==> config.mk <==
export PLATFORM = sky130hd
export DESIGN_NAME = angular_moment_accumulator
export DESIGN_NICKNAME = d
export VERILOG_FILES = /design/src/rtl/core/amacc_pkg.sv /design/src/rtl/core/amacc_root.sv /design/src/rtl/core/angular_moment_accumulator.sv
export SDC_FILE = /design/constraint.sdc
export NUM_CORES = 2
export LEC_CHECK = 0
export BUFFER_PORTS_ARGS = -buffer_cell sky130_fd_sc_hd__buf_2
export CAP_MARGIN = 10
export CORE_ASPECT_RATIO = 0.75
export CORE_MARGIN = 5
export CORE_UTILIZATION = 60
export CTS_CLUSTER_DIAMETER = 100
export CTS_CLUSTER_SIZE = 24
export DETAILED_ROUTE_END_ITERATION = 6
export GPL_TIMING_DRIVEN = 0
export HOLD_SLACK_MARGIN = 0.06
export PLACE_DENSITY_LB_ADDON = 0.08
export SLEW_MARGIN = 10
export SYNTH_ARGS = -nofsm -noshare
export SYNTH_HDL_FRONTEND = slang
export SYNTH_HIERARCHICAL = 1
export SYNTH_SLANG_ARGS = --single-unit
==> constraint.sdc <==
create_clock -name clk -period 59.8 [get_ports clk]
set_input_delay 11.96 -clock clk [delete_from_list [all_inputs] [get_ports clk]]
set_output_delay 11.96 -clock clk [all_outputs]
set_load 0.005 [all_outputs]
==> src/rtl/core/amacc_pkg.sv <==
// Shared types and constants for the angular moment accumulator.
// Used by amacc_root, angular_moment_accumulator and amacc_moment_checker; no dependencies.

package amacc_pkg;

    // Number of moment accumulators: energy, flux x/y, pressure xx/xy/yy
    localparam int NUM_MOM = 6;

    // Moments that are signed on the output (flux x, flux y, pressure xy)
    localparam logic [NUM_MOM-1:0] SIGNED_MOM = 6'b010110;

    // 1/(2*pi) in Q0.32, split into two 15-bit halves: K = HI * 2^15 + LO
    localparam logic [14:0] INV_2PI_HI = 15'd20860;
    localparam logic [14:0] INV_2PI_LO = 15'd24796;

    // Output clamp limits, as magnitudes
    localparam logic [47:0] U48_MAX     = 48'hFFFF_FFFF_FFFF;
    localparam logic [47:0] S48_MAG_POS = 48'h7FFF_FFFF_FFFF;
    localparam logic [47:0] S48_MAG_NEG = 48'h8000_0000_0000;

    // Saturation bounds of the 64-bit accumulators
    localparam logic signed [63:0] ACC_MAX = 64'sh7FFF_FFFF_FFFF_FFFF;
    localparam logic signed [63:0] ACC_MIN = 64'sh8000_0000_0000_0000;

    // Root bits produced by the square root unit, one per cycle
    localparam int ROOT_STEPS = 48;

    typedef enum logic [2:0] {
        S_IDLE,
        S_SAMPLE,
        S_SCALE,
        S_NORM,
        S_ROOT
    } amacc_state_t;

    typedef struct packed {
        logic busy;
        logic done;
    } amacc_root_stat_t;

endpackage

==> src/rtl/core/amacc_root.sv <==
// Bit-serial integer square root, one root bit per cycle (restoring form).
// Depends on amacc_pkg for the step count and the status struct.

module amacc_root
(
    input  logic                        clk,
    input  logic                        rst_n,
    input  logic                        start,
    input  logic [95:0]                 radicand,
    output logic [47:0]                 root,
    output amacc_pkg::amacc_root_stat_t stat
);

    logic [95:0] rad_reg;
    logic [49:0] rem_reg;
    logic [47:0] root_reg;
    logic [5:0]  cnt_reg;
    logic [5:0]  cnt_next;
    logic        busy_reg;
    logic        busy_next;
    logic        done_reg;
    logic        done_next;

    logic [51:0] rem_sh;
    logic [51:0] trial;
    logic        fits;
    logic        last_step;

    assign rem_sh    = {rem_reg, rad_reg[95:94]};
    assign trial     = {2'b00, root_reg, 2'b01};
    assign fits      = (rem_sh >= trial);
    assign last_step = (cnt_reg == 6'(amacc_pkg::ROOT_STEPS - 1));

    always_comb
    begin
        busy_next = busy_reg;
        done_next = done_reg;
        cnt_next  = cnt_reg;
        if (start)
        begin
            busy_next = 1'b1;
            done_next = 1'b0;
            cnt_next  = '0;
        end
        else if (busy_reg)
        begin
            cnt_next = cnt_reg + 6'd1;
            if (last_step)
            begin
                busy_next = 1'b0;
                done_next = 1'b1;
            end
        end
    end

    always_ff @(posedge clk or negedge rst_n)
    begin
        if (!rst_n)
        begin
            busy_reg <= 1'b0;
            done_reg <= 1'b0;
            cnt_reg  <= '0;
        end
        else
        begin
            busy_reg <= busy_next;
            done_reg <= done_next;
            cnt_reg  <= cnt_next;
        end
    end

    always_ff @(posedge clk)
    begin
        if (start)
        begin
            rad_reg  <= radicand;
            rem_reg  <= '0;
            root_reg <= '0;
        end
        else if (busy_reg)
        begin
            // bring down two radicand bits, try the next root bit
            rad_reg <= {rad_reg[93:0], 2'b00};
            if (fits)
            begin
                rem_reg  <= 50'(rem_sh - trial);
                root_reg <= {root_reg[46:0], 1'b1};
            end
            else
            begin
                rem_reg  <= rem_sh[49:0];
                root_reg <= {root_reg[46:0], 1'b0};
            end
        end
    end

    assign root      = root_reg;
    assign stat.busy = busy_reg;
    assign stat.done = done_reg;

    a_busy_done_excl: assert property (@(posedge clk) disable iff (!rst_n)
        !(busy_reg && done_reg))
        else $error("root unit busy and done together");

    a_start_busy: assert property (@(posedge clk) disable iff (!rst_n)
        start |=> busy_reg && cnt_reg == 6'd0)
        else $error("root unit did not start");

    a_finish_done: assert property (@(posedge clk) disable iff (!rst_n)
        (busy_reg && !start && last_step) |=> done_reg && !busy_reg)
        else $error("root unit did not finish after last step");

endmodule

==> src/rtl/core/angular_moment_accumulator.sv <==
// Angular moment accumulator: top level with sequencer, shared multiplier,
// moment accumulators and output register. Depends on amacc_pkg, amacc_root.
//
// One direction item is accepted in the idle state; then seven steps run
// its six products through the single shared 37x17 multiplier and add
// each term into its saturating accumulator. An item marked last then
// scales the six sums by 1/(2*pi) (four partial products each on the
// same multiplier), forms the squares of the two flux components, and
// takes the bit-serial square root of the flux magnitude. The input is
// not ready while an item is in work. The finished result sits in an
// output register, so the next cell may start while it waits to be taken.

module angular_moment_accumulator
(
    input  logic         clk,
    input  logic         rst_n,
    input  logic         s_axis_tvalid,
    output logic         s_axis_tready,
    // intensity[31:0], weight[47:32], dir_x[63:48], dir_y[79:64]
    input  logic [79:0]  s_axis_tdata,
    input  logic         s_axis_tlast,
    output logic         m_axis_tvalid,
    input  logic         m_axis_tready,
    // energy[47:0], flux_x[95:48], flux_y[143:96], press_xx[191:144],
    // press_xy[239:192], press_yy[287:240], flux_norm[335:288]
    output logic [335:0] m_axis_tdata
);

    localparam int NM = amacc_pkg::NUM_MOM;

    amacc_pkg::amacc_state_t state_reg;
    amacc_pkg::amacc_state_t state_next;
    logic [3:0]  sub_reg;
    logic [3:0]  sub_next;
    logic [2:0]  ch_reg;
    logic [2:0]  ch_next;

    // latched item
    logic [31:0]        inten_reg;
    logic [15:0]        weight_reg;
    logic signed [15:0] dx_reg;
    logic signed [15:0] dy_reg;
    logic               last_reg;

    logic signed [63:0] acc_reg [NM];
    logic signed [63:0] acc_next [NM];

    logic signed [36:0] e_reg;
    logic signed [36:0] fx_reg;
    logic signed [36:0] fy_reg;

    // shared multiplier
    logic signed [36:0] mul_a;
    logic signed [16:0] mul_b;
    logic signed [53:0] mul_p;
    logic [5:0]         mul_sh;
    logic               mul_wide;
    logic signed [53:0] prod_reg;
    logic [5:0]         sh_reg;
    logic               wadd_reg;

    logic [95:0] wacc_reg;
    logic [63:0] mag_reg;
    logic        neg_reg;

    logic [47:0] res_reg [NM];
    logic [47:0] nx_reg;
    logic [47:0] ny_reg;
    logic [47:0] out_reg [NM];
    logic [47:0] out_norm_reg;
    logic        m_valid_reg;
    logic        m_valid_next;

    logic               accept;
    logic               root_start;
    logic               load_out;
    logic [47:0]        root_val;
    amacc_pkg::amacc_root_stat_t root_stat;

    logic signed [53:0] term_full;
    logic signed [36:0] term;
    logic [2:0]         acc_idx;
    logic signed [63:0] acc_sel;
    logic signed [64:0] sum65;
    logic signed [63:0] sat_sum;

    logic [61:0] q;
    logic [47:0] lim;
    logic [47:0] m_clamp;
    logic [47:0] res_val;

    logic [47:0] nv;
    logic [2:0]  nj;

    // ---------------------------------------------------------------
    // next state
    // ---------------------------------------------------------------
    always_comb
    begin
        state_next = state_reg;
        unique case (state_reg)
            amacc_pkg::S_IDLE:
            begin
                if (s_axis_tvalid)
                    state_next = amacc_pkg::S_SAMPLE;
            end
            amacc_pkg::S_SAMPLE:
            begin
                if (sub_reg == 4'd6)
                    state_next = last_reg ? amacc_pkg::S_SCALE : amacc_pkg::S_IDLE;
            end
            amacc_pkg::S_SCALE:
            begin
                if (sub_reg == 4'd6 && ch_reg == 3'(NM - 1))
                    state_next = amacc_pkg::S_NORM;
            end
            amacc_pkg::S_NORM:
            begin
                if (sub_reg == 4'd12)
                    state_next = amacc_pkg::S_ROOT;
            end
            amacc_pkg::S_ROOT:
            begin
                if (load_out)
                    state_next = amacc_pkg::S_IDLE;
            end
            default:
                state_next = amacc_pkg::S_IDLE;
        endcase
    end

    // ---------------------------------------------------------------
    // sequencer outputs: counters, handshakes, multiplier operands
    // ---------------------------------------------------------------
    assign nv = (sub_reg < 4'd6) ? nx_reg : ny_reg;
    assign nj = (sub_reg < 4'd6) ? sub_reg[2:0] : 3'(sub_reg - 4'd6);

    always_comb
    begin
        sub_next      = sub_reg;
        ch_next       = ch_reg;
        s_axis_tready = 1'b0;
        root_start    = 1'b0;
        load_out      = 1'b0;
        mul_a         = '0;
        mul_b         = '0;
        mul_sh        = '0;
        mul_wide      = 1'b0;
        unique case (state_reg)
            amacc_pkg::S_IDLE:
            begin
                s_axis_tready = 1'b1;
                sub_next      = '0;
                ch_next       = '0;
            end
            amacc_pkg::S_SAMPLE:
            begin
                sub_next = (sub_reg == 4'd6) ? 4'd0 : sub_reg + 4'd1;
                case (sub_reg)
                    4'd0:
                    begin
                        mul_a = {5'b0, inten_reg};
                        mul_b = {1'b0, weight_reg};
                    end
                    4'd1:
                    begin
                        mul_a = term;
                        mul_b = 17'(dx_reg);
                    end
                    4'd2:
                    begin
                        mul_a = e_reg;
                        mul_b = 17'(dy_reg);
                    end
                    4'd3:
                    begin
                        mul_a = fx_reg;
                        mul_b = 17'(dx_reg);
                    end
                    4'd4:
                    begin
                        mul_a = fx_reg;
                        mul_b = 17'(dy_reg);
                    end
                    4'd5:
                    begin
                        mul_a = fy_reg;
                        mul_b = 17'(dy_reg);
                    end
                    default:
                    begin
                        mul_a = '0;
                        mul_b = '0;
                    end
                endcase
            end
            amacc_pkg::S_SCALE:
            begin
                sub_next = (sub_reg == 4'd6) ? 4'd0 : sub_reg + 4'd1;
                if (sub_reg == 4'd6)
                    ch_next = (ch_reg == 3'(NM - 1)) ? 3'd0 : ch_reg + 3'd1;
                // magnitude times K in four 32x15 pieces
                case (sub_reg)
                    4'd1:
                    begin
                        mul_a    = {5'b0, mag_reg[31:0]};
                        mul_b    = {2'b0, amacc_pkg::INV_2PI_LO};
                        mul_sh   = 6'd0;
                        mul_wide = 1'b1;
                    end
                    4'd2:
                    begin
                        mul_a    = {5'b0, mag_reg[31:0]};
                        mul_b    = {2'b0, amacc_pkg::INV_2PI_HI};
                        mul_sh   = 6'd15;
                        mul_wide = 1'b1;
                    end
                    4'd3:
                    begin
                        mul_a    = {5'b0, mag_reg[63:32]};
                        mul_b    = {2'b0, amacc_pkg::INV_2PI_LO};
                        mul_sh   = 6'd32;
                        mul_wide = 1'b1;
                    end
                    4'd4:
                    begin
                        mul_a    = {5'b0, mag_reg[63:32]};
                        mul_b    = {2'b0, amacc_pkg::INV_2PI_HI};
                        mul_sh   = 6'd47;
                        mul_wide = 1'b1;
                    end
                    default:
                    begin
                        mul_wide = 1'b0;
                    end
                endcase
            end
            amacc_pkg::S_NORM:
            begin
                sub_next = (sub_reg == 4'd12) ? 4'd0 : sub_reg + 4'd1;
                // square as 24-bit halves times 16-bit thirds
                if (sub_reg < 4'd12)
                begin
                    mul_wide = 1'b1;
                    case (nj)
                        3'd0:
                        begin
                            mul_a  = {13'b0, nv[23:0]};
                            mul_b  = {1'b0, nv[15:0]};
                            mul_sh = 6'd0;
                        end
                        3'd1:
                        begin
                            mul_a  = {13'b0, nv[23:0]};
                            mul_b  = {1'b0, nv[31:16]};
                            mul_sh = 6'd16;
                        end
                        3'd2:
                        begin
                            mul_a  = {13'b0, nv[23:0]};
                            mul_b  = {1'b0, nv[47:32]};
                            mul_sh = 6'd32;
                        end
                        3'd3:
                        begin
                            mul_a  = {13'b0, nv[47:24]};
                            mul_b  = {1'b0, nv[15:0]};
                            mul_sh = 6'd24;
                        end
                        3'd4:
                        begin
                            mul_a  = {13'b0, nv[47:24]};
                            mul_b  = {1'b0, nv[31:16]};
                            mul_sh = 6'd40;
                        end
                        default:
                        begin
                            mul_a  = {13'b0, nv[47:24]};
                            mul_b  = {1'b0, nv[47:32]};
                            mul_sh = 6'd56;
                        end
                    endcase
                end
            end
            amacc_pkg::S_ROOT:
            begin
                if (sub_reg == 4'd0)
                begin
                    root_start = 1'b1;
                    sub_next   = 4'd1;
                end
                else if (root_stat.done && (!m_valid_reg || m_axis_tready))
                begin
                    load_out = 1'b1;
                    sub_next = 4'd0;
                end
            end
            default:
            begin
                sub_next = '0;
            end
        endcase
    end

    assign accept = s_axis_tvalid && s_axis_tready;
    assign mul_p  = mul_a * mul_b;

    // ---------------------------------------------------------------
    // per-sample term and saturating accumulate
    // ---------------------------------------------------------------
    assign term_full = (sub_reg == 4'd1) ? (prod_reg >>> 13) : (prod_reg >>> 15);
    assign term      = term_full[36:0];
    assign acc_idx   = (state_reg == amacc_pkg::S_SAMPLE) ? 3'(sub_reg - 4'd1) : ch_reg;
    assign acc_sel   = acc_reg[acc_idx];
    assign sum65     = 65'(acc_sel) + 65'(term);

    always_comb
    begin
        if (sum65[64] != sum65[63])
            sat_sum = sum65[64] ? amacc_pkg::ACC_MIN : amacc_pkg::ACC_MAX;
        else
            sat_sum = sum65[63:0];
    end

    always_comb
    begin
        for (int i = 0; i < NM; i++)
            acc_next[i] = acc_reg[i];
        if (state_reg == amacc_pkg::S_SAMPLE && sub_reg != 4'd0)
            acc_next[acc_idx] = sat_sum;
        else if (state_reg == amacc_pkg::S_SCALE && sub_reg == 4'd6
                 && ch_reg == 3'(NM - 1))
        begin
            // cell done: clear for the next one
            for (int i = 0; i < NM; i++)
                acc_next[i] = '0;
        end
    end

    // ---------------------------------------------------------------
    // round, sign and clamp of one scaled moment
    // ---------------------------------------------------------------
    assign q = wacc_reg[93:32];

    always_comb
    begin
        lim     = neg_reg ? amacc_pkg::S48_MAG_NEG : amacc_pkg::S48_MAG_POS;
        m_clamp = (q > {14'b0, lim}) ? lim : q[47:0];
        if (amacc_pkg::SIGNED_MOM[ch_reg])
            res_val = neg_reg ? 48'(-m_clamp) : m_clamp;
        else if (neg_reg)
            res_val = '0;
        else
            res_val = (q > {14'b0, amacc_pkg::U48_MAX}) ? amacc_pkg::U48_MAX : q[47:0];
    end

    always_comb
    begin
        m_valid_next = m_valid_reg;
        if (load_out)
            m_valid_next = 1'b1;
        else if (m_axis_tready)
            m_valid_next = 1'b0;
    end

    // ---------------------------------------------------------------
    // registers
    // ---------------------------------------------------------------
    always_ff @(posedge clk or negedge rst_n)
    begin
        if (!rst_n)
        begin
            state_reg   <= amacc_pkg::S_IDLE;
            sub_reg     <= '0;
            ch_reg      <= '0;
            wadd_reg    <= 1'b0;
            m_valid_reg <= 1'b0;
            for (int i = 0; i < NM; i++)
                acc_reg[i] <= '0;
        end
        else
        begin
            state_reg   <= state_next;
            sub_reg     <= sub_next;
            ch_reg      <= ch_next;
            wadd_reg    <= mul_wide;
            m_valid_reg <= m_valid_next;
            for (int i = 0; i < NM; i++)
                acc_reg[i] <= acc_next[i];
        end
    end

    always_ff @(posedge clk)
    begin
        prod_reg <= mul_p;
        sh_reg   <= mul_sh;

        if (accept)
        begin
            inten_reg  <= s_axis_tdata[31:0];
            weight_reg <= s_axis_tdata[47:32];
            dx_reg     <= s_axis_tdata[63:48];
            dy_reg     <= s_axis_tdata[79:64];
            last_reg   <= s_axis_tlast;
        end

        if (state_reg == amacc_pkg::S_SAMPLE)
        begin
            case (sub_reg)
                4'd1:    e_reg  <= term;
                4'd2:    fx_reg <= term;
                4'd3:    fy_reg <= term;
                default: e_reg  <= e_reg;
            endcase
        end

        if (state_reg == amacc_pkg::S_SCALE && sub_reg == 4'd0)
        begin
            neg_reg  <= acc_sel[63];
            mag_reg  <= acc_sel[63] ? 64'(-acc_sel) : acc_sel;
            wacc_reg <= 96'h8000_0000;
        end
        else if (state_reg == amacc_pkg::S_SCALE && sub_reg == 4'd6
                 && ch_reg == 3'(NM - 1))
            wacc_reg <= '0;
        else if (wadd_reg)
            wacc_reg <= wacc_reg + ({49'b0, prod_reg[46:0]} << sh_reg);

        if (state_reg == amacc_pkg::S_SCALE && sub_reg == 4'd6)
        begin
            res_reg[ch_reg] <= res_val;
            // keep flux magnitudes for the norm
            if (ch_reg == 3'd1)
                nx_reg <= m_clamp;
            if (ch_reg == 3'd2)
                ny_reg <= m_clamp;
        end

        if (load_out)
        begin
            for (int i = 0; i < NM; i++)
                out_reg[i] <= res_reg[i];
            out_norm_reg <= root_val;
        end
    end

    amacc_root u_root
    (
        .clk      (clk),
        .rst_n    (rst_n),
        .start    (root_start),
        .radicand (wacc_reg),
        .root     (root_val),
        .stat     (root_stat)
    );

    assign m_axis_tvalid = m_valid_reg;
    assign m_axis_tdata  = {out_norm_reg, out_reg[5], out_reg[4], out_reg[3],
                            out_reg[2], out_reg[1], out_reg[0]};

    // ---------------------------------------------------------------
    // assertions
    // ---------------------------------------------------------------
    a_root_start_idle: assert property (@(posedge clk) disable iff (!rst_n)
        root_start |-> !root_stat.busy)
        else $error("root started while busy");

    a_acc_cleared: assert property (@(posedge clk) disable iff (!rst_n)
        (state_reg == amacc_pkg::S_SCALE && state_next == amacc_pkg::S_NORM)
        |=> (acc_reg[0] == 64'sd0 && acc_reg[NM-1] == 64'sd0))
        else $error("accumulators not cleared after a cell");

    a_norm_bound: assert property (@(posedge clk) disable iff (!rst_n)
        load_out |-> (root_val >= nx_reg && root_val >= ny_reg))
        else $error("flux norm below a flux component");

    a_wide_add_phase: assert property (@(posedge clk) disable iff (!rst_n)
        wadd_reg |-> (state_reg == amacc_pkg::S_SCALE || state_reg == amacc_pkg::S_NORM))
        else $error("wide add outside scale or norm");

    a_accept_starts: assert property (@(posedge clk) disable iff (!rst_n)
        accept |=> (state_reg == amacc_pkg::S_SAMPLE && sub_reg == 4'd0))
        else $error("item accepted but sample sequence not started");

endmodule

Yosys cells after proc, flatten, opt, wreduce, memory -nomap -nowiden
Memories as Yosys holds them, arrays and structs flattened.
Index checks and enable logic that the tools add are counted.
Operators by class
  $add $sub $neg: 10
  multiply operators: 1
  div/mod/pow operators: 0
  magnitude comparators: 8
  equal/unequal tests: 27
  shifts and indexed selects: 1
  multiplexer cells: 80
  bitwise gates (word level): 1
  reductions and logical operators: 39
Operators with widths (number)
  $mux W384: 2
  $bwmux W384: 1
  $mux W48: 7
  $mux W64: 5
  $bmux W64 S3: 1
  $demux W64 S3: 1
  $mux W96: 2
  $pmux W37 S5: 1
  $pmux W37 S3: 1
  $pmux W17 S3: 2
  $add A96 B96 Y96: 1
  $shl A47 B6 Y96: 1
  $add A64 B37 Y65: 1
  $mux W32: 2
  $neg A64 Y64: 1
  $pmux W32 S2: 1
  $mux W63: 1
  $gt A62 B48 Y1: 1
  $gt A62 B48 Y1 const B: 1
  $ge A52 B50 Y1: 1
  $mul A37 B17 Y52: 1
  $mux W50: 1
  $sub A50 B50 Y50: 1
  $mux W24: 2
  52 further kinds: 128
Word-level totals
  register bits: 1153
  latch bits: 0
  memory bits (writable): 576
  ROM bits: 8
  input port bits: 85
  output and inout port bits: 338
  logic and storage cells: 205
  memories: 3
Memory list
  out_reg: words 6, bits a word 48, read ports 6, clocked after Yosys merged registers in 0, write ports 6, line angular_moment_accumulator.sv:69  | logic [47:0] out_reg [NM];
  res_reg: words 6, bits a word 48, read ports 6, clocked after Yosys merged registers in 0, write ports 1, line angular_moment_accumulator.sv:66  | logic [47:0] res_reg [NM];
  (no name shown): words 8, bits a word 1, read ports 1, clocked after Yosys merged registers in 0, write ports 0, line angular_moment_accumulator.sv:349  | if (amacc_pkg::SIGNED_MOM[ch_reg])

Longest topological paths before layout
  word-level depth: 11
  mapped depth: 39
  mapped depth without buffers: 34

Hierarchy
The synthesis kept the hierarchy.
By module, submodules not included
  angular_moment_accumulator: times used 1, cells each 8831, area an instance 92481.2 µm², seq. area each 42290.6 µm²
  amacc_root: times used 1, cells each 1132, area an instance 11502.3 µm², seq. area each 5044.8 µm²

Worst setup path after synthesis
OpenSTA, ideal clock, no wires.
  kind: input -> register
  start: in m_axis_tready
  end: reg out_norm_reg[0] (enable)
  setup time: 1.445 ns
  data arrival time: 34.718 ns
  data required time: 58.355 ns
  setup slack: 23.637 ns
  stages on the path: 3
  buffers on the path: 0
  cell sequence: nand2b_1 > nand2_1 > nor3_1
On the way
  cells in the longest elaborated chain, start to end: 5
Ends and longest elaborated chain
  start, declared: line angular_moment_accumulator.sv:23  | input logic m_axis_tready,
  $logic_or A1 B1 Y1: line angular_moment_accumulator.sv:292  | else if (root_stat.done && (!m_valid_reg || m_axis_tready))
  $logic_and A1 B1 Y1: line angular_moment_accumulator.sv:292
  $mux W1: line angular_moment_accumulator.sv:292
  $mux W1: line angular_moment_accumulator.sv:287  | if (sub_reg == 4'd0)
  $mux W1: line angular_moment_accumulator.sv:149  | unique case (state_reg)
  net load_out: line angular_moment_accumulator.sv:76  | logic load_out;
  end signal, assigned: line angular_moment_accumulator.sv:443  | out_norm_reg <= root_val;
  end, declared: line angular_moment_accumulator.sv:70  | logic [47:0] out_norm_reg;
The timed path passes the listed nets, and every way through them passes these cells.
A chain may end at the register's enable or synchronous reset.

==> impl_metrics.ini <==
[floorplan]
die_h_um = 371
coreArea_mm2 = 0.172
start_util_pct = 60.3
rows = 132
die_width_um = 491
fp.dieArea_mm2 = 0.182
ios = 423

[drt]
routed_wl_mm = 370
vias = 84641
vias_per_cell = 6.54
first_iter_violations = 12102
first_pass_iters = 7
drc = 42
routedWlPerCell_um = 28.6
postRouteAntennaNets = 0

[setup_path]
cp_common_cell = buf_4
cp_slowest_stage_delay_ns = 0.26
cp_data_arrival_time_ns = 14.80
r2r_end = prod_reg[50]
cp-end-kind = register
crit_buf_inv = 11
worstReg2RegStart = sub_reg[1]
crit_fanout = 13
reg2reg_slack_ns = 46.86
crit_slowest_cell = buf_4
crit_chain = buf_2, nand2b_1, nand2_1, nor3_2, buf_4, buf_6, buf_4, buf_4, buf_4, buf_6, buf_4, buf_4, buf_6, buf_4
reg2reg_depth = 34
start_kind = input port
crit_required_ns = 60.29
critPathKind = input port to register
critPathTopFamily = buffers and inverters

[final_layout]
layout_common_cells = nand2_1 (1112), edfxtp_1 (1073), nor2_1 (1050), inv_1 (848), o21ai_0 (629)
mostFrequentLayoutCell = nand2_1
regArea_mm2 = 0.0473
drive_above_1_share_pct = 9.19
nFillCells = 13607
largest_register_ffs = 384
final_nets = 11657
multi_input_area_mm2 = 0.0515
instances_no_fill = 12946
area_growth_pct = 8.74

[clocking]
cts_max_path_buffers = 3
cts_buffers = 85
ctsResizeCount = 0
cts_hold_buf = 0
h-tree-depth = 3
clk_pin_slew_ns = 0.09
cts_tree = built
root_buffer = clkbuf_16
post_cts_buffers = 0
clk_latency_ns = 0.79
clock_sinks = 1727

[run_status]
status = finished with violations
violations = DRC

[global_route]
grt_pass1_wl_mm = 541
grt_overflow = 0
antenna_found_initial = 8
grt_max_degree = 108
gr-usage-all-layers_pct = 40.0
grt_pass1_vias = 80710

[sta]
fin_crit_ns = 14.31
hold_viol = 0
clock_skew_ns = 0.0743
worst_pin_slew_ns = 1.35
report.final.setup_viol = 0
tns_ns = 0
timing.fmax_mhz = 69.9
slew_violations = 0
slew_headroom_pct = 8.75
layout_setup_ws_ns = 45.49
rsz0062_at_grt = no
fin_crit_sh_pct = 23.9

[hold_path]
min_to = out_reg[0][4]
min_path_cells = 0
hold_path.startpoint = res_reg[0][4]
hp-class = register to register

[pwr]
leakage_nw = 45.2
power_density_mw_per_mm2 = 17.3
ir_drop_v = 0.0000242
finalPower_mw = 1.95

[place]
dp_cells = 12785
port-buffer-count = 422
place_congestion = 1.07
dp_hpwl_mm = 289
pre_cts_slack_ns = 44.70

[yosys]
synthCells = 9962
avgSynthCellArea_um2 = 10.4
synth_warnings = 6
synth_area_mm2 = 0.104
syn-num-nets = 11022

[run]
max_cap_viol_count = 0
-- layout make-up --
class / count / share of cell area, %
tap: 2278 / 2.52
antenna: 8 / 0.0177
timing repair buffer: 548 / 2.94
clock buffer: 136 / 2.08
clock inverter: 14 / 0.276
inverter: 857 / 2.85
buffer: 533 / 1.90
sequential: 1727 / 41.9
multi-input combinational: 6845 / 45.6
-- report_power, final --
part           switching, mW  internal (mW)
Clock                  0.405          0.282
Combinational        0.00711        0.00272
Sequential                 0           1.25
Total                  0.412           1.54
-- worst max path at each step --
| stage | from | slack [ns] | to | depth (start not counted) |
|---|---|---|---|---|
| 2_1_floorplan | m_axis_tready | 23.64 | out_norm_reg[0] | 3 |
| 3_3_place_gp | m_axis_tready | 14.19 | out_reg[4][44] | 4 |
| 3_5_place_dp | m_axis_tready | 44.70 | out_reg[4][44] | 14 |
| 4_1_cts | m_axis_tready | 45.54 | out_reg[1][9] | 14 |
| 5_1_grt | m_axis_tready | 45.42 | out_reg[4][1] | 14 |
| 6_report | m_axis_tready | 45.49 | out_reg[4][1] | 14 |
-- layer usage --
layer	track usage [%]	up-vias	wire, um	part of all wire (%)
met4	17.1	8	19600	5.3
li1	-	36018	-	-
met2	57.3	5823	154000	42
met3	12.2	1007	49100	13
met1	56.7	41785	147000	40
met5	0	-	98	0.026
-- stage by stage --
| stage | instance area [um2] | utilization, % | hold WS [ns] |
|---|---|---|---|
| final | 113000 | 65.6 | 0.409 |
| after global routing | 113000 | 65.6 | 0.407 |
| after CTS | 113000 | 65.5 | 0.396 |
| after detailed placement | 110000 | 64.0 | 0.405 |
| after global placement | 109000 | 63.2 | 0.401 |
| after floorplan | 104000 | - | 0.400 |
(Power assumes the default switching activity.)
